**src/hdl/sib_pkg.sv**
```systemverilog
// Package for the subpixel interval bounds block.
// Holds field widths, register indexes, reset values and shared types.
// No dependencies.
package sib_pkg;

	localparam int CH_W = 8;
	localparam int PIX_W = 3 * CH_W;
	localparam int WIDTH_REG_W = 11;
	localparam int HEIGHT_REG_W = 13;
	localparam int CFG_DATA_W = 13;
	localparam int CFG_IDX_W = 1;
	localparam int OUT_DATA_W = 6 * CH_W;

	localparam logic [WIDTH_REG_W-1:0] WIDTH_RST = 11'd1024;
	localparam logic [HEIGHT_REG_W-1:0] HEIGHT_RST = 13'd1024;

	// Configuration register indexes.
	typedef enum logic [CFG_IDX_W-1:0] {
		REG_IMAGE_WIDTH = 1'b0,
		REG_IMAGE_HEIGHT = 1'b1
	} cfg_reg_t;

	// Which of the four neighbours are inside the frame.
	typedef struct packed {
		logic has_left;
		logic has_right;
		logic has_up;
		logic has_down;
	} nbr_flags_t;

endpackage

```
**src/hdl/sib_cell.sv**
```systemverilog
// One column cell of the neighbourhood window: holds one pixel of a row.
// Loads from its right-hand neighbour whenever the window shifts.
// Depends on sib_pkg.
module sib_cell (
	input  logic                      clk,
	input  logic                      load,
	input  logic [sib_pkg::PIX_W-1:0] d,
	output logic [sib_pkg::PIX_W-1:0] q
);

	import sib_pkg::*;

	logic [PIX_W-1:0] pix_q;

	// Shift in the neighbouring column when the window moves on.
	always_ff @(posedge clk) begin
		if (load) begin
			pix_q <= d;
		end
	end

	assign q = pix_q;

endmodule

```
**config.mk**
```make
export PLATFORM = sky130hd
export DESIGN_NAME = sib_cell
export DESIGN_NICKNAME = d
export VERILOG_FILES = /design/src/hdl/sib_pkg.sv /design/src/hdl/sib_cell.sv
export SDC_FILE = /design/constraint.sdc
export NUM_CORES = 1
export LEC_CHECK = 0
export ABC_AREA = 1
export ABC_CLOCK_PERIOD_IN_PS = 800
export BUFFER_PORTS_ARGS = -buffer_cell sky130_fd_sc_hd__buf_2
export CORE_UTILIZATION = 35
export DETAILED_ROUTE_END_ITERATION = 6
export PLACE_DENSITY = 0.78
export SYNTH_ARGS = -nofsm -noshare
export SYNTH_HDL_FRONTEND = slang
export SYNTH_SLANG_ARGS = --single-unit
```
**constraint.sdc**
```tcl
create_clock -name clk -period 0.8 [get_ports clk]
set_input_delay 0.12 -clock clk [delete_from_list [all_inputs] [get_ports clk]]
set_output_delay 0.12 -clock clk [all_outputs]
set_load 0.02 [all_outputs]
```
==> results.cfg <==
[route]
dr.pass1.iters = 1
drc = 0
wl_per_cell_microns = 11.5
routed_wl_microns = 1490
viasPerCell = 4.08
num_vias = 531
postRouteAntennaNets = 0
first_iter_violations = 0

[die]
start_util = 0.371
core_sq_um = 1940
io_pins = 50
fp-row-count = 16
die_y_microns = 47.4
die_x_microns = 47.4
dieArea_sq_um = 2240

[sta]
worst_pin_slew_ns = 0.116
relSlewSlack = 0.923
final_max_slew_viol_count = 0
fmax_ghz = 0.998
tns_ns = -3.74
final_period_minus_worst_setup_slack_ns = 1.00
timing.final.hold_violations = 0
finalCritPeriodShare = 1.25
fin_ws_ns = -0.202
rsz0062_at_grt = yes
setup_viol = 24

[place]
gp_congestion = 0.659
pre_cts_ws_ns = 0.0952
place_area_sq_um = 1040
port_buffers = 49

[power]
power_leakage_nw = 0.594
power.internal_w = 0.00194
swShare = 0.223
p_sw_w = 0.000559
seqPwrFrac = 0.611
p_per_area_nw_per_um2 = 1790
ir_worst_vdd_mv = 1.36
comb_power_share = 0.193
clock_power_share = 0.197

[worst_setup_path]
critPathCaptureType = primary output
critPathMaxStageDelay_ns = 0.43
cp_cell_sequence = buf_6
path_class = register to primary output
crit_slowest_cell = edfxtp_1
cp-start-kind = register
critical-path-top-delay-family = flip-flops
crit_arrival_ns = 0.88
path_buf_inv = 1
crit_path_max_fanout = 1
cp.depth = 1
required_ns = 0.68

[clock_network]
clock_path_buffers = 2
cts_sinks = 24
path_clk_slew_ns = 0.12
cts_setup_buffers = 0
cts_tree = built
clock-root-buffer = clkbuf_4
cts_buffers = 3
ctsHtreeMaxLevel = 1

[worst_hold_path]
hold_depth = 2
hold_class = input port to register
hp-start = load
whs_endpoint = q[22]

[yosys]
syn_area_sq_um = 721
synth_fa_ha_area_frac = 0
syn-num-nets = 50
ys_ff_latch = 24
synth-xor-area-share = 0
postSynthCellCount = 24
syn_avg_cell_area_sq_um = 30.0
synth-seq-area-share = 1.00
yosysWarnings = 0
synth.distinct_cells = 1
synthSimpleGateAreaFrac = 0
synth-compound-area-share = 0
synthMuxAreaShare = 0

[global_route]
grt_overflow = 0
antenna_found_initial = 0
track_usage = 0.138
grt_pass1_vias = 501
grt_max_degree = 14
grt_pass1_wl_microns = 1940

[layout]
multi_input_area_sq_um = 0
design_area_sq_um = 1400
num-multi-input-gates = 0
area_growth_pct = 94.3
fillers = 127
largest_reg_flops = 24
diodes = 0
nets = 130
final_util = 0.721
layout-drive-gt1-share = 0.524

[outcome]
status = finished with violations
violations = negative setup slack

[run]
maxCapViolCount = 0
cells in the mapped netlist:
| master | number | area, sq um |
|---|---|---|
| edfxtp_1 | 24 | 721 |
layout make-up:
| class | count | area [sq um] | share of cell area |
|---|---|---|---|
| Tap cell | 27 | 33.8 | 0.0241 |
| Clock buffer | 3 | 22.5 | 0.0161 |
| Sequential cell | 24 | 721 | 0.515 |
| Clock inverter | 1 | 3.75 | 0.00268 |
| Timing Repair Buffer | 75 | 619 | 0.442 |
metal layers:
layer,vias to the layer above,routed length [microns],GRT usage
met5,-,0,0
met4,0,21,0.0743
met3,2,78,0.0462
met2,29,927,0.263
met1,245,464,0.126
li1,255,-,-
repair_timing:
action,4_1_cts,5_1_grt
cloned,0,0
resized for setup,0,30
setup endpoints to repair,24,24
pin swaps,0,0
hold buffers,24,0
hold endpoints to repair,24,0
worst max-delay path by stage:
stage               start     to  slack, ns
finish              q[22]  q[22]      -0.20
global route        q[22]  q[22]      -0.25
CTS                 q[22]  q[22]      -0.22
detailed placement   load   q[7]        0.1
global placement     load   q[1]       0.11
floorplan            q[0]   q[0]       0.23
stage by stage:
step                power, W  cells  hold slack, ns
floorplan            0.00168     24           0.219
global placement     0.00186    102           0.298
detailed placement   0.00186    102           0.298
CTS                  0.00245    130           0.203
global route         0.00264    130           0.206
finish               0.00250    130           0.233
power groups by stage:
stage                     combinational [W]  clock [W]  sequential, W
after detailed placement           0.000321          0        0.00154
final                              0.000482   0.000492        0.00153
after global routing               0.000510   0.000589        0.00154
after CTS                          0.000409   0.000528        0.00151
after global placement             0.000317          0        0.00154
after floorplan                           0          0        0.00168
kinds of logic after synthesis:
kind of cell / count (synthesis)
flops: 24
cells in the final DEF, fill, tap and decap left out, drive strengths merged:
cell	count
clkinv	1
buf	51
dlygate4sd3	24
edfxtp	24
clkbuf	3
(Power assumes the default switching activity.)
