==> src/hdl/sib_pkg.sv <==
// Package for the subpixel interval bounds block.
// Holds field widths, register indexes, reset values and shared types.
// No dependencies.
package sib_pkg;

	localparam int CH_W = 8;
	localparam int PIX_W = 3 * CH_W;
	localparam int WIDTH_REG_W = 11;
	localparam int HEIGHT_REG_W = 13;
	localparam int CFG_DATA_W = 13;
	localparam int CFG_IDX_W = 1;
	localparam int OUT_DATA_W = 6 * CH_W;

	localparam logic [WIDTH_REG_W-1:0] WIDTH_RST = 11'd1024;
	localparam logic [HEIGHT_REG_W-1:0] HEIGHT_RST = 13'd1024;

	// Configuration register indexes.
	typedef enum logic [CFG_IDX_W-1:0] {
		REG_IMAGE_WIDTH = 1'b0,
		REG_IMAGE_HEIGHT = 1'b1
	} cfg_reg_t;

	// Which of the four neighbours are inside the frame.
	typedef struct packed {
		logic has_left;
		logic has_right;
		logic has_up;
		logic has_down;
	} nbr_flags_t;

endpackage

==> src/hdl/sib_bound.sv <==
// One channel lane: least and greatest of the centre and its four
// half-sums with the neighbours. Depends on sib_pkg.
module sib_bound (
	input  logic [sib_pkg::CH_W-1:0] ctr,
	input  logic [sib_pkg::CH_W-1:0] left,
	input  logic [sib_pkg::CH_W-1:0] right,
	input  logic [sib_pkg::CH_W-1:0] up,
	input  logic [sib_pkg::CH_W-1:0] down,
	input  sib_pkg::nbr_flags_t      flags,
	output logic [sib_pkg::CH_W-1:0] lo,
	output logic [sib_pkg::CH_W-1:0] hi
);

	import sib_pkg::*;

	logic [CH_W:0]   sum [4];
	logic [CH_W-1:0] half [4];
	logic [3:0]      has;

	assign has = {flags.has_down, flags.has_up, flags.has_right, flags.has_left};

	// Half-sums rounded down; an absent neighbour gives the centre itself.
	always_comb begin
		sum[0] = {1'b0, left} + {1'b0, ctr};
		sum[1] = {1'b0, right} + {1'b0, ctr};
		sum[2] = {1'b0, up} + {1'b0, ctr};
		sum[3] = {1'b0, down} + {1'b0, ctr};
		for (int k = 0; k < 4; k++) begin
			half[k] = has[k] ? sum[k][CH_W:1] : ctr;
		end
	end

	// Running minimum and maximum over the four half-sums.
	always_comb begin
		lo = ctr;
		hi = ctr;
		for (int k = 0; k < 4; k++) begin
			if (half[k] < lo) begin
				lo = half[k];
			end
			if (half[k] > hi) begin
				hi = half[k];
			end
		end
	end

endmodule
==> config.mk <==
export PLATFORM = sky130hd
export DESIGN_NAME = sib_bound
export DESIGN_NICKNAME = d
export VERILOG_FILES = /design/src/hdl/sib_pkg.sv /design/src/hdl/sib_bound.sv
export SDC_FILE = /design/constraint.sdc
export NUM_CORES = 1
export LEC_CHECK = 0
export ABC_CLOCK_PERIOD_IN_PS = 8900
export BUFFER_PORTS_ARGS = -buffer_cell sky130_fd_sc_hd__clkbuf_2
export CAP_MARGIN = 20
export CORE_UTILIZATION = 50
export DETAILED_ROUTE_END_ITERATION = 10
export GPL_ROUTABILITY_DRIVEN = 0
export PLACE_DENSITY = 0.81
export SYNTH_ARGS = -nofsm -noshare
export SYNTH_HDL_FRONTEND = slang
export SYNTH_SLANG_ARGS = --single-unit
==> constraint.sdc <==
create_clock -name vclk -period 8.9
set_clock_uncertainty 0.2 [all_clocks]
set_input_delay 0.89 -clock vclk [all_inputs]
set_output_delay 0.89 -clock vclk [all_outputs]
set_load 0.005 [all_outputs]
==> out/qor.yml <==
status: "finished, violations left"
violations: "negative setup slack"
ys_types: 53
synth_seq_area_share: 0
finalHoldViolations: 0
synth_fp_nets: 613
avgRoutedWirePerCell_um: 25.4
die-area_mm2: 0.00765
initial_core_util: 0.526
crit_top_cell: "a21o_1"
slowest_delay_ns: 0.38
startpoint: "ctr[1]"
drtAntennaViolNets: 0
syn_area_per_cell_um2: 7.50
setup_viol: 16
drive_gt1_frac: 0.432
p_leak_uw: 0.00280
grt-ovfl-total: 0
yosys.area_share.simple: 0.164
synth_fa_ha_area_frac: 0.289
finalNetCount: 795
die_y_um: 87.5
critPathMaxFanout: 7
track_usage: 0.394
place_ws_ns: -0.707
arrival_ns: 9.24
hold_depth: 4
crit_type: "input port to output pin"
ios: 60
grt_pass1_wl_um: 23500
core_area_mm2: 0.00694
cellPowerDensity_mw_per_mm2: 231
grt_setup_unrepaired: "true"
crit_slowest_cell: "a211oi_2"
peakVddDrop_mv: 0.0991
end_kind: "output pin"
die-width_um: 87.5
netlist_area_mm2: 0.00365
vias: 5417
drc: 0
synth_compound_area_frac: 0.265
fmax_mhz: 96.8
vias_per_cell: 7.10
yosys.area_share.xor_xnor: 0.0408
maxSlewViolCount: 0
cap_violations: 0
antenna_found_initial: 0
routed_wl_um: 19400
clock_buffers: 0
area_delta_synth_final_pct: 51.1
tightest_slew_ns: 1.01
final_core_util: 0.795
totalPowerFinal_uw: 1270
placed_cells: 716
fillerInstances: 365
n_antenna_cell: 0
drt_pass1_iterations: 9
layout_setup_ws_ns: -1.43
io_buffers: 60
grt_start_max_net_pins: 19
cp-start-kind: "input port"
synth_cells: 487
cp-endpoint: "hi[3]"
synth_top_family_by_area: "adder cells"
period_minus_slack_ns: 10.33
fp-row-count: 30
fin_crit_sh: 1.16
relSlewSlack: 0.309
nFlopsAndLatches: 0
grt_pass1_vias: 4825
cp.required_ns: 7.81
regArea_um2: 0
hpwlAfterDp_um: 10500
drtIter0Drc: 935
muxShareOfSynthArea: 0.172
fin_cells: 763
hold_path_class: "input port to output pin"
synth_warnings: 0
-- synth_stat cells (all sizes together) --
cell type / instances / area [um2]
a21boi: 5 / 37.5
a31o: 2 / 17.5
and2: 5 / 33.8
mux2i: 55 / 551
o21bai: 8 / 60.1
nor3b: 2 / 15.0
o2111ai: 3 / 43.8
xor2: 2 / 17.5
o221ai: 2 / 52.6
a21o: 14 / 105
nand4: 13 / 81.3
buf: 5 / 23.8
nand2b: 7 / 43.8
mux2: 7 / 78.8
nor3: 4 / 20.0
ha: 78 / 976
a21oi: 52 / 264
o31ai: 2 / 15.0
a211oi: 7 / 57.6
nor2b: 8 / 57.6
nand3b: 4 / 30.0
a32oi: 1 / 16.3
nand3: 8 / 40.0
and3: 3 / 18.8
o211ai: 5 / 47.5
inv: 57 / 214
fa: 4 / 80.1
clkbuf: 4 / 15.0
nand2: 30 / 113
o31a: 3 / 27.5
nand4b: 1 / 8.76
and4: 3 / 28.8
o32ai: 1 / 8.76
xnor2: 15 / 131
o21ai: 30 / 154
a211o: 1 / 8.76
o21a: 4 / 30.0
nor2: 29 / 109
a31oi: 2 / 12.5
a221oi: 1 / 8.76
-- critical path: cells and delay by family --
kind,cells,cell delay [ns]
AO/OA/AOI/OAI,17,3.55
adder cells (fa/ha/maj),5,1.32
buffers and inverters,9,1.25
multiplexers,5,1.33
AND/OR/NAND/NOR,7,0.82
-- layer usage --
layer | global-route usage | part of all wire
met5 | 0 | 0
met4 | 0.295 | 0.12
met3 | 0.0597 | 0.15
met2 | 0.643 | 0.41
met1 | 0.465 | 0.32
-- what timing repair did --
item                       in CTS  in global routing
hold buffers                    0                  0
pin swaps                      28                 31
resized for setup              44                 64
cloned                          0                  0
setup buffers                  28                 19
setup endpoints to repair      16                 16
-- cell usage in the layout, fill, tap and decap left out, types with 5 or more instances in the layout --
master	instances
a21o_1	14
a21oi_1	41
a21oi_2	10
buf_2	8
buf_4	122
buf_6	6
clkbuf_2	50
ha_1	67
ha_4	10
inv_1	53
mux2_2	5
mux2i_1	39
mux2i_2	8
mux2i_4	8
nand2_1	22
nand2_2	8
nand2b_1	5
nand3_1	6
nand4_1	13
nor2_1	22
nor2_2	5
nor2b_1	6
o21ai_0	18
o21ai_1	6
o21ai_2	5
o21bai_1	8
xnor2_1	15
-- area by class of cell --
class	instances	area (um2)	area share
repair buffers	189	1320	0.240
inverters	57	214	0.0387
multi-input cells	421	3860	0.700
well taps	96	120	0.0218
-- metrics by stage --
step | hold WS, ns | area (um2) | TNS (ns)
floorplan | 1.81 | 3730 | 0
global placement | 2.25 | 4730 | -3.40
detailed placement | 2.25 | 4730 | -7.35
CTS | 2.26 | 5150 | -3.72
global route | 2.30 | 5520 | -24.59
finish | 2.29 | 5520 | -22.09
-- worst min path at each step --
stage                         from  endpoint
final                     flags[0]     hi[5]
after global placement    flags[0]     hi[5]
after floorplan             ctr[2]     hi[2]
after detailed placement  flags[0]     lo[2]
after CTS                 flags[0]     lo[2]
after global routing      flags[0]     hi[4]
-- cells by family after synthesis --
| group | after synthesis |
|---|---|
| AO/OA/AOI/OAI | 143 |
| AND/OR/NAND/NOR | 117 |
| adder cells (fa/ha/maj) | 82 |
| buffers and inverters | 66 |
| multiplexers | 62 |
| XOR/XNOR | 17 |
-- power by group --
group	switching, uW	total, uW	leakage [uW]	internal [uW]
logic	653	1270	0.00280	621
clock network	0	0	0	0
registers	0	0	0	0
total	653	1270	0.00280	621
Power figures use the tool's default switching activity.
